### src/hw/rtl/bbpe_pkg.sv
// Shared constants, types and codes of the bicubic Bezier patch evaluator.
package bbpe_pkg;

   localparam int COORD_W    = 32;
   localparam int FRAC_W     = 16;
   localparam int PARAM_W    = FRAC_W + 1;
   localparam int BASIS_W    = PARAM_W + 2;
   localparam int PROD_W     = BASIS_W + 1 + COORD_W;
   localparam int N_PTS      = 16;
   localparam int IDX_W      = 4;
   localparam int HALF_IDX_W = IDX_W / 2;
   localparam int ACC_W      = PROD_W + IDX_W;
   localparam int SHF_W      = ACC_W + 1 - FRAC_W;
   localparam int MULT_W     = 2 * BASIS_W;

   localparam int STEPS_PER_PARAM = 7;
   localparam int BASIS_ISSUES    = 2 * STEPS_PER_PARAM;
   localparam int DRAIN_CYCLES    = 2;

   localparam logic [IDX_W-1:0] BASIS_LAST  = IDX_W'(BASIS_ISSUES);
   localparam logic [IDX_W-1:0] PARAM_SPLIT = IDX_W'(STEPS_PER_PARAM);
   localparam logic [IDX_W-1:0] WEIGHT_LAST = IDX_W'(N_PTS - 1);
   localparam logic [IDX_W-1:0] DRAIN_LAST  = IDX_W'(DRAIN_CYCLES - 1);

   localparam logic [PARAM_W-1:0] PARAM_ONE  = PARAM_W'(1) << FRAC_W;
   localparam logic [MULT_W:0]    RMUL_HALF  = (MULT_W + 1)'(1) << (FRAC_W - 1);
   localparam logic [ACC_W:0]     ACC_HALF   = (ACC_W + 1)'(1) << (FRAC_W - 1);

   localparam logic [COORD_W-1:0] COORD_MAX = {1'b0, {(COORD_W - 1){1'b1}}};
   localparam logic [COORD_W-1:0] COORD_MIN = {1'b1, {(COORD_W - 1){1'b0}}};

   localparam int REQ_OFF_ROW = 0;
   localparam int REQ_OFF_COL = REQ_OFF_ROW + HALF_IDX_W;
   localparam int REQ_OFF_X   = REQ_OFF_COL + HALF_IDX_W;
   localparam int REQ_OFF_Y   = REQ_OFF_X + COORD_W;
   localparam int REQ_OFF_Z   = REQ_OFF_Y + COORD_W;
   localparam int REQ_OFF_U   = REQ_OFF_Z + COORD_W;
   localparam int REQ_OFF_V   = REQ_OFF_U + PARAM_W;
   localparam int REQ_RAW_W   = REQ_OFF_V + PARAM_W;
   localparam int REQ_DATA_W  = ((REQ_RAW_W + 7) / 8) * 8;
   localparam int RSP_DATA_W  = ((3 * COORD_W + 7) / 8) * 8;

   localparam logic MODE_WRITE = 1'b0;
   localparam logic MODE_EVAL  = 1'b1;

   typedef enum logic [2:0] {
      STEP_TT,
      STEP_TS,
      STEP_SS,
      STEP_B3,
      STEP_B2,
      STEP_B1,
      STEP_B0
   } step_type;

   typedef enum logic [2:0] {
      ST_IDLE,
      ST_BASIS,
      ST_WEIGHT,
      ST_DRAIN,
      ST_FINISH
   } state_type;

   typedef struct packed {
      logic             clear;
      logic             valid;
      logic [IDX_W-1:0] idx;
   } mac_ctl_type;

endpackage

### src/hw/rtl/bbpe_lane.sv
// One coordinate lane: weighted multiply-accumulate, rounding and saturation.
module bbpe_lane
   import bbpe_pkg::*;
(
   input  logic                      clock,
   input  logic                      reset,
   input  mac_ctl_type               mac_ctl,
   input  logic [BASIS_W-1:0]        weight,
   input  logic signed [COORD_W-1:0] point,
   output logic [COORD_W-1:0]        value,
   output logic                      sat
);

   logic signed [PROD_W-1:0]  prod_ff;
   logic                      pv_ff;
   logic signed [ACC_W-1:0]   acc_ff;
   logic signed [ACC_W-1:0]   acc_in;
   logic signed [BASIS_W:0]   wsg;
   logic [ACC_W:0]            rnd;
   logic [SHF_W-1:0]          shifted;
   logic [SHF_W-COORD_W:0]    hi;
   logic                      fits;

   assign wsg = $signed({1'b0, weight});

   always_comb begin
      acc_in = acc_ff;
      if (mac_ctl.clear) begin
         acc_in = '0;
      end else if (pv_ff) begin
         acc_in = acc_ff + ACC_W'(prod_ff);
      end
   end

   always_ff @(posedge clock) begin
      prod_ff <= wsg * point;
      acc_ff  <= acc_in;
      if (reset) begin
         pv_ff <= 1'b0;
      end else begin
         pv_ff <= mac_ctl.valid;
      end
   end

   assign rnd     = {acc_ff[ACC_W-1], acc_ff} + ACC_HALF;
   assign shifted = rnd[ACC_W:FRAC_W];
   assign hi      = shifted[SHF_W-1:COORD_W-1];
   assign fits    = (&hi) || (~|hi);
   assign sat     = !fits;

   always_comb begin
      if (fits) begin
         value = shifted[COORD_W-1:0];
      end else if (shifted[SHF_W-1]) begin
         value = COORD_MIN;
      end else begin
         value = COORD_MAX;
      end
   end

endmodule

### config.mk
export PLATFORM = sky130hd
export DESIGN_NAME = bbpe_lane
export DESIGN_NICKNAME = d
export VERILOG_FILES = /design/src/hw/rtl/bbpe_pkg.sv /design/src/hw/rtl/bbpe_lane.sv
export SDC_FILE = /design/constraint.sdc
export NUM_CORES = 2
export LEC_CHECK = 0
export ABC_AREA = 1
export BUFFER_PORTS_ARGS = -buffer_cell sky130_fd_sc_hd__buf_2
export CORE_ASPECT_RATIO = 0.5
export CORE_UTILIZATION = 42
export DETAILED_ROUTE_END_ITERATION = 8
export GPL_TIMING_DRIVEN = 0
export PLACE_DENSITY = 0.55
export SLEW_MARGIN = 20
export SYNTH_ARGS = -nofsm -noshare
export SYNTH_HDL_FRONTEND = slang
export SYNTH_SLANG_ARGS = --single-unit
### constraint.sdc
create_clock -name clock -period 16.1 [get_ports clock]
set_input_delay 1.61 -clock clock [delete_from_list [all_inputs] [get_ports clock]]
set_output_delay 1.61 -clock clock [all_outputs]
set_load 0.01 [all_outputs]
Yosys cells after proc, flatten, opt, wreduce, memory -nomap -nowiden. Cells that the tools add are included. Widths: inputs -> output; s select.

Output and inout bits: 33. Input port bits: 59. Word-level logic and storage cells: 13. Flip-flop bits (word level): 109.

Multipliers: 1. Mux-type cells: 2. $add $sub $neg: 2. Reductions and logical operators: 5.

Operators by type and width (number): $mux 32 (2); $add 56x17->57 const B (1); $add 56x52->56 (1); $mul 20x32->52 (1); $reduce_and 10->1 (1); $reduce_or 10->1 (1); $logic_not 1->1 (2); $logic_or 1x1->1 (1).

Depth between registers and ports, before layout.
Depth after elaboration: 5. Mapped depth: 30. Gate-level depth less buffers: 28.

Worst setup path before layout. OpenSTA, ideal clock, no wires.

Path type: input-to-reg. From: in point[31]. To: reg prod_ff[46]. Stages: 25. Setup time: 0.072 ns. Data required time: 16.028 ns. Slack: 8.418 ns. Arrival time: 7.610 ns. Path through: clkbuf_1 > clkbuf_1 > nand2_1 > fa_1 > fa_1 > inv_1 > fa_1 > inv_1 > fa_1 > inv_1 > fa_1 > fa_1 > inv_1 > fa_1 > inv_1 > ha_1 > nand2_1 > nor2_1 > inv_1 > nor2_1 > nand2_1 > nor4_1 > o21ai_0 > nand3_1 > xor2_1.

Cells in the longest elaborated chain, start to end: 1.

RTL lines: start, declared (line bbpe_lane.sv:9) `input logic signed [COORD_W-1:0] point,`; $mul 20x32->52 (line bbpe_lane.sv:36) `prod_ff <= wsg * point;`; end signal, assigned (line bbpe_lane.sv:36); end, declared (line bbpe_lane.sv:14) `logic signed [PROD_W-1:0] prod_ff;`.

No other way between the ends. A chain may end at the register's enable or synchronous reset.

Worst setup path after layout. Ends and elaborated chain as after synthesis.

==> summary.md <==
| Metric | Value |
|---|---|
| DRC errors left | `0` |
| Via density per instance | `4.94` |
| Met3 Wirelength | `7980 µm` |
| FFs w/ async S/R, synth | `0%` |
| Avg Synthesized Cell Area | `6.91 µm²` |
| Crit-path max cell delay | `840 ps` |
| Post-Syn Nets | `5,539` |
| Drt total wl | `120,000 µm` |
| GR Overflow Total | `0` |
| Num rows | `71` |
| Total CTS buffers | `9` |
| PostCTS Resize Cnt | `0` |
| Worst Hold Class | `register to register` |
| Register area share after synthesis | `6.74%` |
| GRT Total Usage | `31.1%` |
| Largest net degree at the start of global routing | `21` |
| CTS Buffer Depth | `2` |
| First-pass GRT wire length | `179,000 µm` |
| Routed wire length per instance | `20.7 µm` |
| Hold_buf cts | `0` |
| Die width | `395 µm` |
| Final period util | `57.7%` |
| Core box area | `0.0757 mm²` |
| Min cycle time layout | `9290 ps` |
| CP required | `16,390 ps` |
| Metal2 WL | `53,700 µm` |
| Critical-path top delay cell | `fa_1` |
| Layout area overhead | `5.77%` |
| ANT nets after route | `0` |
| Crit end category | `register` |
| Clk_skew | `23.0 ps` |
| Yosys top cell area share | `37.3%` |
| Cell taking the most area after synthesis | `fa_1` |
| Max-slew violations | `0` |
| Depth of the CTS H-tree | `3` |
| Clock Sinks | `109` |
| Slew HR | `18.3%` |
| Share of cells above drive strength 1 | `2.06%` |
| IO Pins | `92` |
| Achievable Freq | `108 MHz` |
| Leading cell type in the layout, fill and taps excluded | `inv_1` |
| Die area | `0.0783 mm²` |
| Critical path type | `input port to register` |
| R2R depth | `10` |
| Synthesis Warnings | `0` |
| 1st-pass router iterations | `5` |
| Largest fanout on the critical path | `10` |
| Leading cell types in the layout, fill and taps excluded | `inv_1, nand2_1, fa_1, nor2_1, ha_1` |
| Startpoint types | `input port` |
| Port bufs | `54` |
| Worst skew pair latency | `390 ps` |
| WL met1 | `54,500 µm` |
| Final setup viols | `0` |
| HPWL after DPL | `104,000 µm` |
| Status | `finished clean` |
| Yosys reg bits | `109` |
| Starting density of the core | `42.8%` |
| Vias in the first global route | `29.0k` |
| Clk root buf | `clkbuf_16` |
| Top Layer Used | `met4` |
| DR iter-0 viols | `2,010` |
| TritonCTS clock tree | `done` |
| Synth Flop Type | `dfxtp_1` |
| Most common cell on crit path | `fa_1` |
| Post-Syn Instances | `4,686` |
| RD Place Congestion | `1.08` |
| RSZ-0062 raised after global routing | `false` |
| Mapped cell area | `0.0324 mm²` |
| Final hold violation count | `0` |
| Postcts setup bufs | `0` |
| Max Cap Viol | `0` |
| CTS clock-pin slew for the worst setup and hold paths | `80 ps` |
| Routed vias | `28.6k` |
| Worst-margin pin slew | `1230 ps` |
| Nets | `5,604` |
| Initial antenna violation count | `1` |
| Worst hold stages | `2` |
| Register-to-register setup slack | `13,210 ps` |
| FF-to-FF Start | `acc_ff[22]` |
| Post-synth EDFFs | `0` |
| Hold endpoint | `acc_ff[0]` |
| Unique masters post-synth | `37` |
| Die height | `198 µm` |
| WP data arrival | `9580 ps` |
| Setup TNS Final | `0 ps` |
| Reg2Reg Capture Point | `acc_ff[31]` |
| Area contributors post-synth | `fa_1, inv_1, nand2_1` |
| Worst hold start | `acc_ff[0]` |
routing by layer:
metal  up-vias  track usage [%]
li1      13600                -
met1     13900             42.7
met2       944             51.3
met3       128             4.35
met4         0             8.24
met5         -                0
cells in the mapped netlist (6+ instances only):
library cell     n
clkbuf_1       117
nor4_1           8
xor2_1          92
nand2_1       1309
ha_1           190
nand3_1        118
buf_6            6
xnor2_1         17
fa_1           604
nand4_1         27
a21o_1          12
nor2_1         329
a21oi_1        160
buf_1           22
dfxtp_1        109
nor2_2           6
o21ai_0        106
inv_1         1360
nor3_1          21
o21bai_1        28
registers in the layout, summed over array words and instances, names as in the netlist:
register and count:
acc_ff 56, prod_ff 52, pv_ff 1
layout make-up:
type / count / area [µm²]
Inverter: 1361 / 5110
Buffer: 145 / 589
Multi-Input combinational cell: 3071 / 24500
Antenna cell: 1 / 2.50
Fill cell: 8128 / 41400
Sequential cell: 109 / 2180
Clock inverter: 7 / 91.3
Tap cell: 1022 / 1280
Timing Repair Buffer: 54 / 270
Clock buffer: 9 / 225
stage by stage:
step / hold WS (ps) / worst slack, ps / util, % / std cells / instance area [µm²]
4_1_cts: 479 / 6870 / 45.3 / 5778 / 34300
3_5_place_dp: 468 / 6510 / 44.8 / 5762 / 33900
6_report: 474 / 6810 / 45.3 / 5779 / 34300
2_1_floorplan: 445 / 8420 / - / 4686 / 32400
3_3_place_gp: 455 / 6620 / 44.8 / 5762 / 33900
5_1_grt: 533 / 6410 / 45.3 / 5778 / 34300
critical path, delay by kind of cell:
family          cells  cell delay, ps
buf+inv             8            1890
xor+xnor            1             220
simple gates        7            1330
compound gates      1             190
fa+ha+maj           8            4290
kinds of logic (layout without fill, tap and decap cells):
| kind of cell | Yosys count | after routing | share of synthesized area [%] |
|---|---|---|---|
| buffers and inverters | 1506 | 1576 | 17.6 |
| flip-flops | 109 | 109 | 6.74 |
| other | 0 | 1 | 0 |
| XOR/XNOR | 109 | 109 | 2.95 |
| AND/OR/NAND/NOR | 1842 | 1842 | 22.6 |
| adder cells (fa/ha/maj) | 794 | 794 | 44.7 |
| AO/OA/AOI/OAI | 326 | 326 | 5.49 |
worst max path at each step:
stage | startpoint | end | slack [ps]
floorplan | point[31] | prod_ff[46] | 8420
global placement | point[31] | prod_ff[46] | 6620
detailed placement | point[31] | prod_ff[46] | 6510
CTS | point[31] | prod_ff[46] | 6870
global route | point[31] | prod_ff[46] | 6410
finish | point[31] | prod_ff[46] | 6810
Power is left out: the tool's default activity adds up to more than one toggle a clock period on the data nets, which glitch-free logic cannot reach.
