<file path="config.mk">
export PLATFORM = sky130hd
export DESIGN_NAME = bbpe_rmul
export DESIGN_NICKNAME = d
export VERILOG_FILES = /design/src/hw/rtl/bbpe_pkg.sv /design/src/hw/rtl/bbpe_rmul.sv
export SDC_FILE = /design/constraint.sdc
export NUM_CORES = 1
export LEC_CHECK = 0
export ABC_AREA = 1
export ABC_CLOCK_PERIOD_IN_PS = 7600
export BUFFER_PORTS_ARGS = -buffer_cell sky130_fd_sc_hd__buf_2
export CORE_ASPECT_RATIO = 1.75
export CORE_MARGIN = 2
export CORE_UTILIZATION = 65
export CTS_CLUSTER_SIZE = 24
export DETAILED_ROUTE_END_ITERATION = 6
export GPL_TIMING_DRIVEN = 1
export PLACE_DENSITY = 0.87
export SYNTH_ARGS = -nofsm -noshare
export SYNTH_HDL_FRONTEND = slang
export SYNTH_SLANG_ARGS = --single-unit
</file>
<file path="constraint.sdc">
create_clock -name clock -period 7.6 [get_ports clock]
set_input_delay 1.14 -clock clock [delete_from_list [all_inputs] [get_ports clock]]
set_output_delay 1.14 -clock clock [all_outputs]
set_load 0.01 [all_outputs]
</file>
<file path="src/hw/rtl/bbpe_pkg.sv">
// Shared constants, types and codes of the bicubic Bezier patch evaluator.
package bbpe_pkg;

   localparam int COORD_W    = 32;
   localparam int FRAC_W     = 16;
   localparam int PARAM_W    = FRAC_W + 1;
   localparam int BASIS_W    = PARAM_W + 2;
   localparam int PROD_W     = BASIS_W + 1 + COORD_W;
   localparam int N_PTS      = 16;
   localparam int IDX_W      = 4;
   localparam int HALF_IDX_W = IDX_W / 2;
   localparam int ACC_W      = PROD_W + IDX_W;
   localparam int SHF_W      = ACC_W + 1 - FRAC_W;
   localparam int MULT_W     = 2 * BASIS_W;

   localparam int STEPS_PER_PARAM = 7;
   localparam int BASIS_ISSUES    = 2 * STEPS_PER_PARAM;
   localparam int DRAIN_CYCLES    = 2;

   localparam logic [IDX_W-1:0] BASIS_LAST  = IDX_W'(BASIS_ISSUES);
   localparam logic [IDX_W-1:0] PARAM_SPLIT = IDX_W'(STEPS_PER_PARAM);
   localparam logic [IDX_W-1:0] WEIGHT_LAST = IDX_W'(N_PTS - 1);
   localparam logic [IDX_W-1:0] DRAIN_LAST  = IDX_W'(DRAIN_CYCLES - 1);

   localparam logic [PARAM_W-1:0] PARAM_ONE  = PARAM_W'(1) << FRAC_W;
   localparam logic [MULT_W:0]    RMUL_HALF  = (MULT_W + 1)'(1) << (FRAC_W - 1);
   localparam logic [ACC_W:0]     ACC_HALF   = (ACC_W + 1)'(1) << (FRAC_W - 1);

   localparam logic [COORD_W-1:0] COORD_MAX = {1'b0, {(COORD_W - 1){1'b1}}};
   localparam logic [COORD_W-1:0] COORD_MIN = {1'b1, {(COORD_W - 1){1'b0}}};

   localparam int REQ_OFF_ROW = 0;
   localparam int REQ_OFF_COL = REQ_OFF_ROW + HALF_IDX_W;
   localparam int REQ_OFF_X   = REQ_OFF_COL + HALF_IDX_W;
   localparam int REQ_OFF_Y   = REQ_OFF_X + COORD_W;
   localparam int REQ_OFF_Z   = REQ_OFF_Y + COORD_W;
   localparam int REQ_OFF_U   = REQ_OFF_Z + COORD_W;
   localparam int REQ_OFF_V   = REQ_OFF_U + PARAM_W;
   localparam int REQ_RAW_W   = REQ_OFF_V + PARAM_W;
   localparam int REQ_DATA_W  = ((REQ_RAW_W + 7) / 8) * 8;
   localparam int RSP_DATA_W  = ((3 * COORD_W + 7) / 8) * 8;

   localparam logic MODE_WRITE = 1'b0;
   localparam logic MODE_EVAL  = 1'b1;

   typedef enum logic [2:0] {
      STEP_TT,
      STEP_TS,
      STEP_SS,
      STEP_B3,
      STEP_B2,
      STEP_B1,
      STEP_B0
   } step_type;

   typedef enum logic [2:0] {
      ST_IDLE,
      ST_BASIS,
      ST_WEIGHT,
      ST_DRAIN,
      ST_FINISH
   } state_type;

   typedef struct packed {
      logic             clear;
      logic             valid;
      logic [IDX_W-1:0] idx;
   } mac_ctl_type;

endpackage

</file>
<file path="src/hw/rtl/bbpe_rmul.sv">
// Shared rounding multiplier: registered (a*b + half) >> FRAC_W.
module bbpe_rmul
   import bbpe_pkg::*;
(
   input  logic               clock,
   input  logic [BASIS_W-1:0] op_a,
   input  logic [BASIS_W-1:0] op_b,
   output logic [BASIS_W-1:0] res
);

   logic [MULT_W-1:0] prod;
   logic [MULT_W:0]   full;
   logic [BASIS_W-1:0] res_ff;

   assign prod = op_a * op_b;
   assign full = {1'b0, prod} + RMUL_HALF;
   assign res  = res_ff;

   always_ff @(posedge clock) begin
      res_ff <= full[FRAC_W +: BASIS_W];
   end

endmodule

</file>
# Yosys cells after proc, flatten, opt, wreduce, memory -nomap -nowiden
# Cells that the tools add are included.
[classes]
add_sub_neg = 1
n_mul = 1
[op_table]
columns = ["cell", "n"]
rows = [
  ["$add 35x16->35 const B", 1],
  ["$mul 19x19->35", 1],
]
[totals]
wordCells = 3
output_inout_bits = 19
reg_bits = 19

# Longest topological paths before layout
# Gate-level depths: netlist (run 1).
[depth]
depth_word = 2
depth_mapped = 28

# Least setup slack after synthesis (run 1)
# No wires, ideal clock.
[synth_path]
kind = "input to register"
startpoint = "input op_b[2]"
endpoint = "register res_ff[12] (netlist: res[12])"
path_slack_ns = 1.105
cell_stages = 21
t_arrival_ns = 6.382
n_path_buf = 2
setup_time_ns = 0.112
path_cell_list = "clkbuf_1 clkbuf_1 nand2_1 fa_1 inv_1 fa_1 inv_1 fa_1 inv_1 fa_1 fa_1 fa_1 fa_1 ha_1 a21oi_1 o21a_1 o21ai_0 a21oi_1 nand2_1 nand2_1 nand2_1"
[synth_between]
elab_chain_len = 2
[synth_lines]
columns = ["element", "line_no", "source"]
rows = [
  ["from (decl)", "bbpe_rmul.sv:7", "input logic [BASIS_W-1:0] op_b,"],
  ["$mul 19x19->35", "bbpe_rmul.sv:15", "assign prod = op_a * op_b;"],
  ["$add 35x16->35", "bbpe_rmul.sv:16", "assign full = {1'b0, prod} + RMUL_HALF;"],
  ["named net full[28]", "bbpe_rmul.sv:12", "logic [MULT_W:0] full;"],
  ["to (signal assigned)", "bbpe_rmul.sv:20", "res_ff <= full[FRAC_W +: BASIS_W];"],
  ["to (decl)", "bbpe_rmul.sv:13", "logic [BASIS_W-1:0] res_ff;"],
]
# The timed path passes the listed nets, and every way through them passes these cells.

# Worst setup path after layout (run 1)
[layout_path]
startpoint = "input op_b[5]"
endpoint = "register res_ff[6] (netlist: res[6])"
# Same word-level chain as after synthesis.

==> results of run 1 <==
==> logic make-up after synthesis <==
family | count (synthesis)
AOI/OAI and AO/OA | 66
xor gates and xnor gates | 11
adders and majority gates | 415
buffers and inverters | 637
DFF | 19
and+or+nand+nor | 590
==> synthesized netlist by cell type (3+ instances only) <==
cell type	number
inv_1	558
nand2_1	487
fa_1	286
ha_1	129
clkbuf_1	51
nor2_1	48
a21oi_1	33
nand3_1	26
dfxtp_1	19
o21ai_0	18
buf_1	15
nand2_2	10
xor2_1	9
buf_2	6
o21bai_1	5
nor2_2	4
o21ai_1	4
buf_4	3
inv_2	3
nand2_4	3
nor3_1	3
==> layer usage <==
layer | global-route usage [%] | vias up | part of all wire [%] | wire length, um
li1 | - | 4801 | - | -
met1 | 33.65 | 5220 | 31 | 10360
met2 | 62.46 | 489 | 56 | 18540
met3 | 2.543 | 195 | 4.9 | 1629
met4 | 22.69 | 0 | 8.2 | 2729
met5 | 0 | - | 0 | 0
==> cell usage in the layout, fill, tap and decap left out, drive strengths merged <==
master	count
a21boi	1
nor2	53
nand2	500
a21oi	33
clkbuf	3
o21ai	22
buf	58
nor3	3
xor2	9
nand3	27
clkinv	1
and2	1
nor4	3
a31oi	2
o21a	2
nand3b	1
nand4	2
inv	561
fa	286
ha	129
dfxtp	19
o21bai	5
xnor2	2
a21o	1
==> how the worst max path moves through the flow <==
stage          startpoint         endpoint  slack, ns  cells after the start
2_1_floorplan     op_b[2]  res[12]$_DFF_P_       1.11                     21
3_3_place_gp     op_a[10]   res[5]$_DFF_P_       0.71                     21
3_5_place_dp     op_a[10]   res[5]$_DFF_P_       0.69                     21
4_1_cts          op_a[10]   res[6]$_DFF_P_       0.96                     21
5_1_grt          op_a[13]   res[9]$_DFF_P_       0.69                     21
6_report          op_b[5]   res[6]$_DFF_P_       0.91                     21
==> metrics by stage <==
step	hold slack (ns)	area, sq um	instances
after floorplan	1.444	12950	1738
after global placement	1.535	13240	1965
after detailed placement	1.533	13240	1965
after CTS	1.755	13320	1969
after global routing	1.817	13320	1969
final	1.764	13320	1969
==> area by class of cell <==
| cell class | instances | area (sq um) | share of cell area [%] |
|---|---|---|---|
| Clock buffer | 3 | 75.07 | 0.5636 |
| Clock inverter | 1 | 5.005 | 0.03758 |
| Inverter | 561 | 2106 | 15.81 |
| Multi-Input combinational cell | 1082 | 10150 | 76.23 |
| Sequential cell | 19 | 380.4 | 2.856 |
| Tap cell | 245 | 306.5 | 2.302 |
| Timing Repair Buffer | 58 | 292.8 | 2.198 |
==> impl_results.md, run 1 <==
- Outcome: completed
- Post-synth EDFFs: 0
- Post-synthesis sequential area ratio: 2.937%
- Dpl ws: 0.6911 ns
- Vias per Instance: 5.437
- RSZ-0062 raised after global routing: no
- Number of global-route vias before repair: about 12,000
- H-tree levels: 1
- Worst setup path class: primary input to register
- Iteration-0 DRC count of the detailed router: 633
- Net Count, Synth: 2,192
- Setup crit end kind: register
- HPWL Detailed: 28,270 um
- Hold Path Cell Cnt: 8
- Vias: 10,710
- Number of inserted diodes: 0
- Area share of the largest cell type after synthesis: 44.21%
- Final Hold Fails: 0
- Die width: 110.7 um
- Crit path DAT: about 7 ns
- CTS clk-pin slew, worst paths: 0.06 ns
- Tcrit/Tclk final: 87.97%
- Slew HR: 65.75%
- Compound-gate portion of the synthesized area: about 2.7%
- FP Rows: 68
- Synth area leaders: fa_1 (44%), inv_1 (16%), nand2_1 (14%)
- Adder-cell area share of the yosys netlist: 56.67%
- First-pass GRT wire length: between 50,000 and 60,000 um
- IO Count: 58
- Setup violators final: 0
- GPL Wtd Cong: 0.9530
- Die height: 190.7 um
- Max cap viols: 0
- Worst min-delay path class: primary input to register
- Startpoint types: primary input
- CTS Buffer Depth: 2
- F_max: roughly 0.15 GHz
- Post-CTS Hold Fix Bufs: 0
- Final core utilization: 67.77%
- Yosys reg bits: 19
- Min-Delay Endpoint: res[7]$_DFF_P_
- Leading area contributor after synthesis: fa_1
- Post-CTS Resized: 0
- Remaining DRCs: 0
- Main combinational cell family by area after synthesis: adder cells
- WP buf/inv: 4
- Starting Density: roughly two thirds
- Crit path max fanout: 19
- Total grt overflow: 0
- HP Start: op_b[0]
- Final setup TNS: 0 ns
- Clock Tree Root: clkbuf_16
- Simple-Gate Fraction of Synth Area: between 10% and 20%
- Min Clock Period, post-route: 6.685 ns
- Share of cells above drive strength 1: 4.988%
- DR WL/cell: around 17 um
- Async set-reset flop share out of synthesis: 0%
- Syn_area_per_cell: 7.452 sq um
- Initial antenna violation count: 0
- CTS tree: done
- Pins Over Slew Limit: 0
- GRT Total Usage: 32.78%
- Slowest stage cell, crit path: fa_1
- CP cell instances: buf_2 > nand2_1 > fa_1 > fa_1 > inv_1 > fa_1 > inv_1 > fa_1 > inv_1 > fa_1 > fa_1 > fa_1 > ha_1 > a21oi_1 > o21ai_0 > a21oi_1 > nand2_1 > nand2_1 > nand2_1 > nand2_1 > nand2_1
- Area grow syn2layout: 2.840%
- Die area: 21,110 sq um
- PortBufs: 57
- Critical path's top delay family: adder cells
- Largest net degree at the start of global routing: 20
- ANT nets after route: 0
- Slowest Stage Delay on Critical Path: 0.55 ns
- XOR/XNOR Fraction of Synth Area: 0.7439%
- Setup WS post-layout: 0.9146 ns
- Post-Synthesis Cells: about 1,700
- Main flop type after synthesis: dfxtp_1
- Final net count: 2,179
- Drt total wl: approximately 33,000 um
- CP most frequent cell: fa_1
- # fillers: 1,613
- Syn. warnings: 0
- Post-CTS Setup Bufs: 0
- Synthesized area: 12,950 sq um
- Clock Sinks: 19
- Max reg flops: 19
- Critical path required time: 7.75 ns
- Pin slew with the least headroom to its limit: 0.5138 ns
- Multiplexer area fraction after synthesis: 0%
- DR pass1 iterations: 7
- Core area: 19,650 sq um
- Yosys cell types: 35
- Total CTS buffers: 3
Power of run 1 is not shown: default switching activity piles up to over one toggle a cycle in this logic, so the estimate is an artifact.
==> run 2: changes to the inputs <==
--- a/config.mk
+++ b/config.mk
@@ -14,7 +14,9 @@
 export CTS_CLUSTER_SIZE = 24
 export DETAILED_ROUTE_END_ITERATION = 6
 export GPL_TIMING_DRIVEN = 1
+export MAX_ROUTING_LAYER = met4
 export PLACE_DENSITY = 0.87
+export RECOVER_POWER = 25
 export SYNTH_ARGS = -nofsm -noshare
 export SYNTH_HDL_FRONTEND = slang
 export SYNTH_SLANG_ARGS = --single-unit
==> run 2 against run 1 <==
Compared with the run above:
- the run now ends with DRC left
- first-iteration DRC count fell by 6.5%
- die area did not move
- sequential share of layout area barely moved
- critical path depth did not move
- via count fell by 0.73%
- design area barely moved
- highest routed layer unchanged
- utilization barely moved
- fmax rose by 0.79%
- flip-flop and latch count did not move
- routed wire length rose by 1.0%
- global-route usage rose by 1.5 points
==> impl_results.md, run 2 (synthesis results as in run 1) <==
- Outcome: complete, but fails checks
- Failing checks: DRC
- PortBufs: 57
- Post-CTS Hold Fix Bufs: 0
- Number of inserted diodes: 0
- Critical path required time: 7.75 ns
- Total grt overflow: 0
- Worst min-delay path class: primary input to register
- Vias per Instance: 5.394
- Total CTS buffers: 3
- CP most frequent cell: fa_1
- Setup crit end kind: register
- Post-CTS Resized: 0
- CP cell instances: buf_2 > nand2_1 > fa_1 > fa_1 > inv_1 > fa_1 > inv_1 > fa_1 > inv_1 > fa_1 > fa_1 > fa_1 > ha_1 > a21oi_1 > o21ai_0 > a21oi_1 > nand2_2 > nand2_1 > nand2_1 > nand2_1 > nand2_1
- Core area: 19,650 sq um
- Area grow syn2layout: 2.831%
- CTS Buffer Depth: 2
- HPWL Detailed: 28,190 um
- Hold Path Cell Cnt: 9
- CTS tree: done
- IO Count: 58
- Die area: 21,110 sq um
- DR WL/cell: roughly 17 um
- Final setup TNS: 0 ns
- Min-Delay Endpoint: res[18]$_DFF_P_
- Die height: 190.7 um
- Setup violators final: 0
- Vias: 10,630
- Max cap viols: 0
- Crit path DAT: 6.78 ns
- H-tree levels: 1
- Slowest Stage Delay on Critical Path: 0.58 ns
- Final core utilization: 67.76%
- Min Clock Period, post-route: 6.633 ns
- Die width: between 100 and 150 um
- Slew HR: 66.15%
- Placed cells: a little under 2,000
- GPL Wtd Cong: 0.9736
- Final net count: 2,180
- ANT nets after route: 0
- Most frequent cells in the layout: inv_1 (558), nand2_1 (487), fa_1 (286), ha_1 (129)
- Pin slew with the least headroom to its limit: 0.5024 ns
- Tcrit/Tclk final: 87.28%
- Largest net degree at the start of global routing: 20
- Clock Tree Root: clkbuf_16
- Worst setup path class: primary input to register
- Non-filler cells, final: 1,970
- Drt total wl: roughly 34,000 um
- Number of global-route vias before repair: between 10,000 and 15,000
- DR pass1 iterations: 7
- Slowest stage cell, crit path: fa_1
- Final Hold Fails: 0
- FP Rows: 68
- First-pass GRT wire length: 55,200 um
- Max reg flops: 19
- Post-CTS Setup Bufs: 0
- Commonest non-fill, non-tap cell in the layout: inv_1
- F_max: approximately 0.15 GHz
- RSZ-0062 raised after global routing: no
- CTS clk-pin slew, worst paths: 0.06 ns
- HP Start: op_a[17]
- Iteration-0 DRC count of the detailed router: about 590
- Remaining DRCs: 4
- Crit path max fanout: 19
- Startpoint types: primary input
- Pins Over Slew Limit: 0
- Initial antenna violation count: 0
- Starting Density: about two thirds
- GRT Total Usage: ~34%
- Clock Sinks: 19
- Share of cells above drive strength 1: 4.522%
## run 2: cell count changes in the layout (fill, tap and decap cells not counted)
| cell | delta |
|---|---|
| buf_4 | +1 |
| clkinvlp_4 | +1 |
| clkbuf_1 | +9 |
| clkinv_2 | -1 |
| buf_2 | -9 |
## run 2: metrics by stage
stage	area (sq um)	hold WS [ns]	setup slack (ns)
4_1_cts	13330	1.765	1.027
6_report	13320	1.775	0.9670
3_3_place_gp	13250	1.533	0.7800
3_5_place_dp	13250	1.532	0.7622
5_1_grt	13320	1.813	0.6904
2_1_floorplan	12950	1.444	1.105
## run 2: cell type report
type | instances | area [sq um]
Inverter | 561 | 2106
Fill cell | 1636 | 6336
Multi-Input combinational cell | 1082 | 10150
Sequential cell | 19 | 380.4
Clock inverter | 1 | 7.507
Tap cell | 245 | 306.5
Timing Repair Buffer | 59 | 289.0
Clock buffer | 3 | 75.07
## run 2: worst max path at each step
stage | from | to | slack, ns | cells after the start
finish | op_a[10] | res[5]$_DFF_P_ | 0.97 | 21
global route | op_a[9] | res[10]$_DFF_P_ | 0.69 | 21
CTS | op_a[9] | res[18]$_DFF_P_ | 1.03 | 21
detailed placement | op_a[9] | res[18]$_DFF_P_ | 0.76 | 21
global placement | op_a[10] | res[12]$_DFF_P_ | 0.78 | 20
floorplan | op_b[2] | res[12]$_DFF_P_ | 1.11 | 21
## run 2: per-layer routing
metal / vias up / wire length, um / GRT usage (%)
met3: 191 / 1724 / 1.939
li1: 4800 / - / -
met4: 0 / 2876 / 21.83
met1: 5178 / 10690 / 35.51
met5: - / 0 / -
met2: 458 / 18290 / 62.98
## run 2: worst max-delay path: cells and delay by family
kind,cells,cell delay [ns]
simple gates,6,0.53
compound gates,3,0.65
buf+inv,4,0.55
fa+ha+maj,8,3.89
Power of run 2 is left out for the same reason.
