--- src/hw/rtl/bbpe_pkg.sv ---
// Shared constants, types and codes of the bicubic Bezier patch evaluator.
package bbpe_pkg;

   localparam int COORD_W    = 32;
   localparam int FRAC_W     = 16;
   localparam int PARAM_W    = FRAC_W + 1;
   localparam int BASIS_W    = PARAM_W + 2;
   localparam int PROD_W     = BASIS_W + 1 + COORD_W;
   localparam int N_PTS      = 16;
   localparam int IDX_W      = 4;
   localparam int HALF_IDX_W = IDX_W / 2;
   localparam int ACC_W      = PROD_W + IDX_W;
   localparam int SHF_W      = ACC_W + 1 - FRAC_W;
   localparam int MULT_W     = 2 * BASIS_W;

   localparam int STEPS_PER_PARAM = 7;
   localparam int BASIS_ISSUES    = 2 * STEPS_PER_PARAM;
   localparam int DRAIN_CYCLES    = 2;

   localparam logic [IDX_W-1:0] BASIS_LAST  = IDX_W'(BASIS_ISSUES);
   localparam logic [IDX_W-1:0] PARAM_SPLIT = IDX_W'(STEPS_PER_PARAM);
   localparam logic [IDX_W-1:0] WEIGHT_LAST = IDX_W'(N_PTS - 1);
   localparam logic [IDX_W-1:0] DRAIN_LAST  = IDX_W'(DRAIN_CYCLES - 1);

   localparam logic [PARAM_W-1:0] PARAM_ONE  = PARAM_W'(1) << FRAC_W;
   localparam logic [MULT_W:0]    RMUL_HALF  = (MULT_W + 1)'(1) << (FRAC_W - 1);
   localparam logic [ACC_W:0]     ACC_HALF   = (ACC_W + 1)'(1) << (FRAC_W - 1);

   localparam logic [COORD_W-1:0] COORD_MAX = {1'b0, {(COORD_W - 1){1'b1}}};
   localparam logic [COORD_W-1:0] COORD_MIN = {1'b1, {(COORD_W - 1){1'b0}}};

   localparam int REQ_OFF_ROW = 0;
   localparam int REQ_OFF_COL = REQ_OFF_ROW + HALF_IDX_W;
   localparam int REQ_OFF_X   = REQ_OFF_COL + HALF_IDX_W;
   localparam int REQ_OFF_Y   = REQ_OFF_X + COORD_W;
   localparam int REQ_OFF_Z   = REQ_OFF_Y + COORD_W;
   localparam int REQ_OFF_U   = REQ_OFF_Z + COORD_W;
   localparam int REQ_OFF_V   = REQ_OFF_U + PARAM_W;
   localparam int REQ_RAW_W   = REQ_OFF_V + PARAM_W;
   localparam int REQ_DATA_W  = ((REQ_RAW_W + 7) / 8) * 8;
   localparam int RSP_DATA_W  = ((3 * COORD_W + 7) / 8) * 8;

   localparam logic MODE_WRITE = 1'b0;
   localparam logic MODE_EVAL  = 1'b1;

   typedef enum logic [2:0] {
      STEP_TT,
      STEP_TS,
      STEP_SS,
      STEP_B3,
      STEP_B2,
      STEP_B1,
      STEP_B0
   } step_type;

   typedef enum logic [2:0] {
      ST_IDLE,
      ST_BASIS,
      ST_WEIGHT,
      ST_DRAIN,
      ST_FINISH
   } state_type;

   typedef struct packed {
      logic             clear;
      logic             valid;
      logic [IDX_W-1:0] idx;
   } mac_ctl_type;

endpackage

--- src/hw/rtl/bbpe_seq.sv ---
// Sequencer: basis products, then weight products for each control point.
module bbpe_seq
   import bbpe_pkg::*;
(
   input  logic               clock,
   input  logic               reset,
   input  logic               start,
   input  logic [PARAM_W-1:0] u_raw,
   input  logic [PARAM_W-1:0] v_raw,
   input  logic               out_free,
   input  logic [BASIS_W-1:0] rmul_res,
   output logic [BASIS_W-1:0] rmul_a,
   output logic [BASIS_W-1:0] rmul_b,
   output logic               ready,
   output logic               done,
   output mac_ctl_type        mac_ctl
);

   state_type          state_ff, state_in;
   logic [IDX_W-1:0]   cnt_ff, cnt_in;
   logic [PARAM_W-1:0] u_ff, v_ff;
   logic [BASIS_W-1:0] tt_ff, ts_ff, ss_ff;
   logic [BASIS_W-1:0] bu_ff [4];
   logic [BASIS_W-1:0] bv_ff [4];
   logic               cap_valid_ff, cap_valid_in;
   logic               cap_sel_ff, cap_sel_in;
   step_type           cap_step_ff, cap_step_in;
   logic               wv_ff, wv_in;
   logic [IDX_W-1:0]   kd_ff;
   logic               clear;
   logic               sel;
   logic [IDX_W-1:0]   step_raw;
   logic [PARAM_W-1:0] t_sel, s_sel;
   logic [BASIS_W-1:0] t_ext, s_ext;
   logic [BASIS_W-1:0] res_x3;
   logic [BASIS_W-1:0] cap_val;

   // next state
   always_comb begin
      state_in = state_ff;
      case (state_ff)
         ST_IDLE:   if (start) state_in = ST_BASIS;
         ST_BASIS:  if (cnt_ff == BASIS_LAST) state_in = ST_WEIGHT;
         ST_WEIGHT: if (cnt_ff == WEIGHT_LAST) state_in = ST_DRAIN;
         ST_DRAIN:  if (cnt_ff == DRAIN_LAST) state_in = ST_FINISH;
         ST_FINISH: if (out_free) state_in = ST_IDLE;
         default:   state_in = ST_IDLE;
      endcase
      cnt_in = (state_in != state_ff) ? '0 : cnt_ff + IDX_W'(1);
   end

   assign sel      = (cnt_ff >= PARAM_SPLIT);
   assign step_raw = sel ? (cnt_ff - PARAM_SPLIT) : cnt_ff;
   assign t_sel    = sel ? v_ff : u_ff;
   assign s_sel    = PARAM_ONE - t_sel;
   assign t_ext    = BASIS_W'(t_sel);
   assign s_ext    = BASIS_W'(s_sel);

   // outputs
   always_comb begin
      ready        = (state_ff == ST_IDLE);
      done         = (state_ff == ST_FINISH) && out_free;
      clear        = (state_ff == ST_BASIS) && (cnt_ff == BASIS_LAST);
      wv_in        = (state_ff == ST_WEIGHT);
      cap_valid_in = (state_ff == ST_BASIS) && (cnt_ff != BASIS_LAST);
      cap_sel_in   = sel;
      cap_step_in  = step_type'(step_raw[2:0]);
      rmul_a       = '0;
      rmul_b       = '0;
      case (state_ff)
         ST_BASIS: begin
            case (cap_step_in)
               STEP_TT: begin rmul_a = t_ext; rmul_b = t_ext; end
               STEP_TS: begin rmul_a = t_ext; rmul_b = s_ext; end
               STEP_SS: begin rmul_a = s_ext; rmul_b = s_ext; end
               STEP_B3: begin rmul_a = tt_ff; rmul_b = t_ext; end
               STEP_B2: begin rmul_a = tt_ff; rmul_b = s_ext; end
               STEP_B1: begin rmul_a = ts_ff; rmul_b = s_ext; end
               STEP_B0: begin rmul_a = ss_ff; rmul_b = s_ext; end
               default: begin rmul_a = '0; rmul_b = '0; end
            endcase
         end
         ST_WEIGHT: begin
            rmul_a = bu_ff[cnt_ff[IDX_W-1:HALF_IDX_W]];
            rmul_b = bv_ff[cnt_ff[HALF_IDX_W-1:0]];
         end
         default: begin
            rmul_a = '0;
            rmul_b = '0;
         end
      endcase
      mac_ctl.clear = clear;
      mac_ctl.valid = wv_ff;
      mac_ctl.idx   = kd_ff;
   end

   assign res_x3  = (rmul_res << 1) + rmul_res;
   assign cap_val = (cap_step_ff == STEP_B2 || cap_step_ff == STEP_B1) ? res_x3 : rmul_res;

   always_ff @(posedge clock) begin
      if (reset) begin
         state_ff     <= ST_IDLE;
         cnt_ff       <= '0;
         cap_valid_ff <= 1'b0;
         wv_ff        <= 1'b0;
      end else begin
         state_ff     <= state_in;
         cnt_ff       <= cnt_in;
         cap_valid_ff <= cap_valid_in;
         wv_ff        <= wv_in;
      end
   end

   always_ff @(posedge clock) begin
      cap_sel_ff  <= cap_sel_in;
      cap_step_ff <= cap_step_in;
      kd_ff       <= cnt_ff;
      if (start && ready) begin
         u_ff <= (u_raw > PARAM_ONE) ? PARAM_ONE : u_raw;
         v_ff <= (v_raw > PARAM_ONE) ? PARAM_ONE : v_raw;
      end
      if (cap_valid_ff) begin
         case (cap_step_ff)
            STEP_TT: tt_ff <= rmul_res;
            STEP_TS: ts_ff <= rmul_res;
            STEP_SS: ss_ff <= rmul_res;
            STEP_B3: if (cap_sel_ff) bv_ff[3] <= cap_val; else bu_ff[3] <= cap_val;
            STEP_B2: if (cap_sel_ff) bv_ff[2] <= cap_val; else bu_ff[2] <= cap_val;
            STEP_B1: if (cap_sel_ff) bv_ff[1] <= cap_val; else bu_ff[1] <= cap_val;
            STEP_B0: if (cap_sel_ff) bv_ff[0] <= cap_val; else bu_ff[0] <= cap_val;
            default: tt_ff <= tt_ff;
         endcase
      end
   end

endmodule

--- config.mk ---
export PLATFORM = sky130hd
export DESIGN_NAME = bbpe_seq
export DESIGN_NICKNAME = d
export VERILOG_FILES = /design/src/hw/rtl/bbpe_pkg.sv /design/src/hw/rtl/bbpe_seq.sv
export SDC_FILE = /design/constraint.sdc
export NUM_CORES = 1
export LEC_CHECK = 0
export ABC_AREA = 1
export CELL_PAD_IN_SITES_DETAIL_PLACEMENT = 1
export CELL_PAD_IN_SITES_GLOBAL_PLACEMENT = 1
export CORE_AREA = 2 2 158 160
export CTS_CLUSTER_DIAMETER = 30
export DETAILED_ROUTE_END_ITERATION = 8
export DIE_AREA = 0 0 160 162
export DONT_BUFFER_PORTS = 1
export GPL_TIMING_DRIVEN = 0
export PLACE_DENSITY_LB_ADDON = 0.1
export SLEW_MARGIN = 10
export SYNTH_ARGS = -nofsm -noshare
export SYNTH_HDL_FRONTEND = slang
export SYNTH_SLANG_ARGS = --single-unit
--- constraint.sdc ---
create_clock -name clock -period 4.3 [get_ports clock]
set_input_delay 0.43 -clock clock [delete_from_list [all_inputs] [get_ports clock]]
set_output_delay 0.43 -clock clock [all_outputs]
set_load 0.1 [all_outputs]
# Word level (Yosys, flattened, before mapping)
# Memories as Yosys holds them, arrays and structs flattened. A register that Yosys moved wholly into a read port is not among the register bits.
# Index checks and enable logic that the tools add are counted.
# W data, S select, Z words.
[totals]
regBits = 108
ramBits = 152
input_bits = 57
out_inout_bits = 46
mem_count = 2
[op_classes]
add_sub_neg = 4
n_lt_le_gt_ge = 3
eq_ne = 21
n_mux = 59
reduce_logical = 22
[mem_list]
columns = ["name", "words", "width", "read_ports", "rd_clocked_by_memory_dff", "write_ports", "line", "rtl"]
rows = [
  ["bu_ff", 4, 19, 1, 1, 1, "bbpe_seq.sv:23", "logic [BASIS_W-1:0] bu_ff [4];"],
  ["bv_ff", 4, 19, 1, 1, 1, "bbpe_seq.sv:24", "logic [BASIS_W-1:0] bv_ff [4];"],
]
[ops]
columns = ["op", "count"]
rows = [
  ["$mux W19", 7],
  ["$reduce_or A19 Y1", 6],
  ["$pmux W19 S5", 1],
  ["$pmux W19 S2", 2],
  ["$gt A17 B17 Y1 const B", 2],
  ["$pmux W17 S2", 1],
  ["$mux W1", 32],
  ["$eq A3 B3 Y1 const B", 7],
  ["$add A19 B19 Y19", 1],
  ["$eq A3 B2 Y1 const B", 6],
  ["$mux W3", 6],
  ["$mux W17", 1],
  ["$sub A17 B17 Y17 const A", 1],
  ["$mux W2", 8],
  ["$pmux W3 S5", 1],
  ["$eq A3 B1 Y1 const B", 3],
  ["$logic_not A3 Y1", 3],
  ["$eq A4 B4 Y1 const B", 2],
  ["$reduce_or A2 Y1", 4],
  ["$reduce_and A2 Y1", 3],
  ["$reduce_or A5 Y1", 1],
  ["$add A4 B1 Y4 const B", 1],
  ["$eq A4 B1 Y1 const B", 1],
  ["$ge A4 B3 Y1 const B", 1],
  ["5 further kinds", 8],
]

# Longest topological paths before layout
[depth]
depth_word = 8
ltp_mapped = 17
ltp_nobuf = 14

# Least setup slack after synthesis
# No wires, ideal clock.
[synth_timing]
path_kind = "register -> output"
startpoint = "register cnt_ff[0]"
endpoint = "output rmul_b[0]"
arrival_ns = 3.733
required_ns = 3.870
slack_ns = 0.137
stages_incl_launch_ff = 10
path_buffers = 3
path_cell_list = "dfxtp_1 > buf_2 > inv_1 > clkbuf_1 > buf_1 > ha_1 > nand2_1 > o21ai_2 > o21ai_0 > o21ai_0"
[synth_between]
elab_chain_len = 6
[synth_rtl]
columns = ["element", "line", "rtl"]
rows = [
  ["start: declaration", "bbpe_seq.sv:20", "logic [IDX_W-1:0] cnt_ff, cnt_in;"],
  ["start signal: assignment", "bbpe_seq.sv:108", "cnt_ff <= cnt_in;"],
  ["parallel branches: the longest is 4 deep, another holds $sub A17 B17 Y17", "--", ""],
  ["$pmux W17 S2 (*)", "bbpe_seq.sv:72", "case (cap_step_in)"],
  ["$pmux W19 S2 (*)", "bbpe_seq.sv:70", "case (state_ff)"],
  ["end: declaration", "bbpe_seq.sv:13", "output logic [BASIS_W-1:0] rmul_b,"],
]
# Mark *: on every way between the ends.

# Worst setup path after layout
[layout_timing]
startpoint = "register cnt_ff[0]"
endpoint = "output rmul_a[0]"
[layout_between]
elab_chain_len = 6
[layout_rtl]
columns = ["element", "line", "rtl"]
rows = [
  ["$ge A4 B3 Y1 or $sub A3 B3 Y3 (tied branches)", "bbpe_seq.sv:52, bbpe_seq.sv:53", ""],
  ["$mux W3 (*)", "bbpe_seq.sv:53", "assign step_raw = sel ? (cnt_ff - PARAM_SPLIT) : cnt_ff;"],
  ["named net step_raw[1]", "bbpe_seq.sv:32", "logic [IDX_W-1:0] step_raw;"],
  ["$eq A3 B3 Y1 (tied with other cells)", "bbpe_seq.sv:72", ""],
  ["$reduce_or A2 Y1 (no source line)", "--", ""],
  ["$pmux W19 S5 (*)", "bbpe_seq.sv:72", ""],
  ["$pmux W19 S2 (*)", "bbpe_seq.sv:70", ""],
  ["end: declaration", "bbpe_seq.sv:12", "output logic [BASIS_W-1:0] rmul_a,"],
]
# Mark *: on every way through the listed nets, which the timed path passes. The rest lies on a longest branch.

==> metrics list <==
- between 100 and 150 I/O pins were placed.
* Routed wire length: 47650 µm
- Effective utilization at floorplan: between 50 and 60%
* Endpoint class of the critical path: output port
- Routed WL per cell: 26.21 µm
* GR Overflow Total: 0
* Post-route clock period utilization: 96.32%
- Counting tap cells, the placed design contains a total of 1692 instances.
- The congestion estimate from routability-driven global placement came to 0.8952.
* Final worst-path setup slack: 158.4 ps
- TritonCTS built the clock tree.
- The number of max-slew violations in the final report is 0.
- Chip Height: 162 µm
* Power per cell area: approximately 510 nW/µm²
- Sequential area share after synthesis: 59.48%
* Maximum number of pins on one net before global-route repair: 35
- The layout has roughly 2700 filler cells.
- Buffers placed on the I/O ports in this run total 0.
- The initial antenna violation count was 0.
- Element type at the critical path start: register
- Final setup violation count: 0
- VDD sags by at most ~0.47 mV.
- Detailed-route vias per instance: a little over 6
- Global routing consumed, over all layers together, 36.81% of the routing resources.
* Final ANT Viol Nets: 0
* Clock period minus worst slack: 4142 ps
- After clock tree synthesis, the clock-pin slew on the worst setup and hold paths is 50 ps.
* Total Negative Setup Slacks: 0 ps
- Summed over its instances, the top area cell type makes up 56.83% of the synthesized netlist area.
- Cell count after synthesis: 1355
- Leaving out fill and tap cells, the most frequent cell in the layout is nand2_1.
- Averaged over all synthesized cells, the footprint is 9.477 µm².
* Drt first pass iters: 5
- Detailed routing inserted a total of 11130 vias.
- Number of hold-slack violations in the final timing report: 0
- Yosys attributes the largest share of cell area to edfxtp_1 57%, nand2_1 10%, nor2_1 5.5%, o21ai_0 3.5%, nand3_1 3.4%.
- When the netlist entered floorplanning its net count stood at 1434.
- The number of antenna diodes in the final layout is 0.
* Clock sink count: 260
* Area Overhead vs Synth: 23.00%
- The tree is rooted in a clkbuf_16.
- Data arrives at the worst endpoint at 3710 ps.
* Floorplan die area: 25920 µm²
- The analysis attributes to cell leakage a power of 6.273 nW.
- HPWL Detailed: between 30000 and 40000 µm
- Of the cells placed in the final design, the portion with a size suffix greater than 1 is 15.26%.
* Outcome: finished clean
- The critical path is of the register to output port type.
- The number of different library cells used by synthesis comes to between 40 and 50.
- Critical path data required time: between 3000 and 4000 ps
- After routing the design area is 15790 µm².
- Worst slew pin tran: 1390 ps
* Headroom to the max-slew limit: 6.378%
- Htree depth: 2
* Width of the die: between 150 and 200 µm
- Post-synthesis instance area: 12840 µm²
- Bufs on Longest Clock Path: 3
- The initialized floorplan defines between 50 and 60 standard-cell rows.
* Register-to-register setup slack: 1050 ps
- Worst-path maximum fanout: 10
* Iter 0 DRT Violations: 1133
* Hold Worst Slack: 51.57 ps
- For this run, the top clock speed supported by timing is 0.2415 GHz.
- Along the worst hold path, the cell count comes to 1.
- Yosys top cell by area: edfxtp_1
- Post-route insts no fill: 1818
- Skew final: 44.54 ps
* Class of the worst hold path: input pin to register
- Number of nets at the end of the flow: 1528
* Depth of the worst register-to-register path: 5
* TritonCTS Buffers: 54
- DP Worst Slack: -172.6 ps
* Commonest non-fill, non-tap cells in the layout: 328 x nand2_1, 243 x edfxtp_1, 176 x nor2_1, 107 x inv_1, 86 x nand3_1
* First-pass GRT wire length: 71370 µm
* Storage element area: 7637 µm²
- Via count of the first global-routing pass: between 10000 and 15000
- Area used by multi-input combinational logic: 4715 µm²
* Post-detailed-placement cell area: 13500 µm²
* RSZ-0062 raised after global routing: no
- Number of DRC violations after detailed routing: 0
- The later pin in the worst-skew pair is clocked with a latency of 590 ps.
- The total area inside the core boundary comes to between 20000 and 25000 µm².
- Total of max-cap violations: 0
- Count of state elements after synthesis: 260
* Warnings, synthesis: 0
## metrics by stage
stage | total power, mW | utilization (%)
after CTS | 8.036 | 65.31
final | 8.082 | 65.52
after global placement | 3.591 | 54.95
after floorplan | 3.427 | -
after detailed placement | 3.617 | 56.01
after global routing | 8.207 | 65.52
## flip-flops by register name, summed over array words and instances (netlist names)
register	count
ss_ff	19
cnt_ff	4
kd_ff	4
v_ff	17
wv_ff	1
ts_ff	19
state_ff	3
bv_ff	76
bu_ff	76
cap_sel_ff	1
u_ff	17
tt_ff	19
cap_step_ff	3
cap_valid_ff	1
## cells in the mapped netlist, drive strengths merged
cell and number:
dfxtp 17, o31ai 4, nor2 193, o21ai 99, nand3 91, a21oi 35
inv 113, xnor2 6, a31oi 3, a221oi 3, buf 23, nand4 10
a221o 2, o2111ai 1, nor3 10, edfxtp 243, fa 1, clkbuf 31
a21o 4, a22oi 1, nand3b 14, xor2 7, o21a 2, o21bai 2
nand2 371, nor3b 1, ha 21, o22ai 32, nor4 7, a41oi 2
or2 6
## power by group
group          internal, mW  total, mW  switching (mW)
clock network          2.88       4.43            1.55
registers              2.82       2.85          0.0359
logic                 0.179      0.798           0.618
## timing repair
item,in CTS,in global routing
setup buffers,4,0
hold buffers,20,0
gates resized for setup,34,7
endpoints found under the hold margin,69,0
setup endpoints to repair,35,19
pin swaps,2,2
## worst paths after layout
check,from,end
min reg2reg,cnt_ff[0],kd_ff[0]
max reg2reg,cap_step_ff[2],bv_ff[3][8]
min,u_raw[16],u_ff[16]
max,cnt_ff[0],rmul_a[0]
## layer usage
metal / GRT usage, % / wire length [µm] / vias up
met1: 44.59 / 17970 / 5543
met5: 0 / 0 / -
met4: 20.43 / 2782 / 0
met3: 8.631 / 4373 / 148
li1: - / - / 4830
met2: 61.24 / 22520 / 611
## critical path, cell delays in order (launching register included)
cell,delay (ps)
dfxtp_1,380
clkbuf_4,250
clkinvlp_4,140
buf_2,210
ha_1,360
inv_1,80
nand2_1,60
o21ai_2,190
nand2_2,160
nor2_4,240
buf_6,200
nand2_1,80
nand3_1,90
a21oi_1,70
o21ai_4,600
## layout make-up
type / count / area share (%)
repair buffers: 39 / 2.622
clock buffers: 59 / 8.675
multi-input cells: 928 / 29.85
plain buffers: 53 / 1.782
clock inverters: 42 / 3.438
well taps: 324 / 2.567
inverters: 113 / 2.709
flip-flops and latches: 260 / 48.36
## logic make-up after synthesis
group	after synthesis	share of synthesized area, %
compound gates	190	8.312
xor+xnor	13	1.033
buf+inv	167	5.495
flops	260	59.48
fa+ha+maj	22	2.202
simple gates	703	23.48
Note: power is estimated with default switching activity, not from simulation.
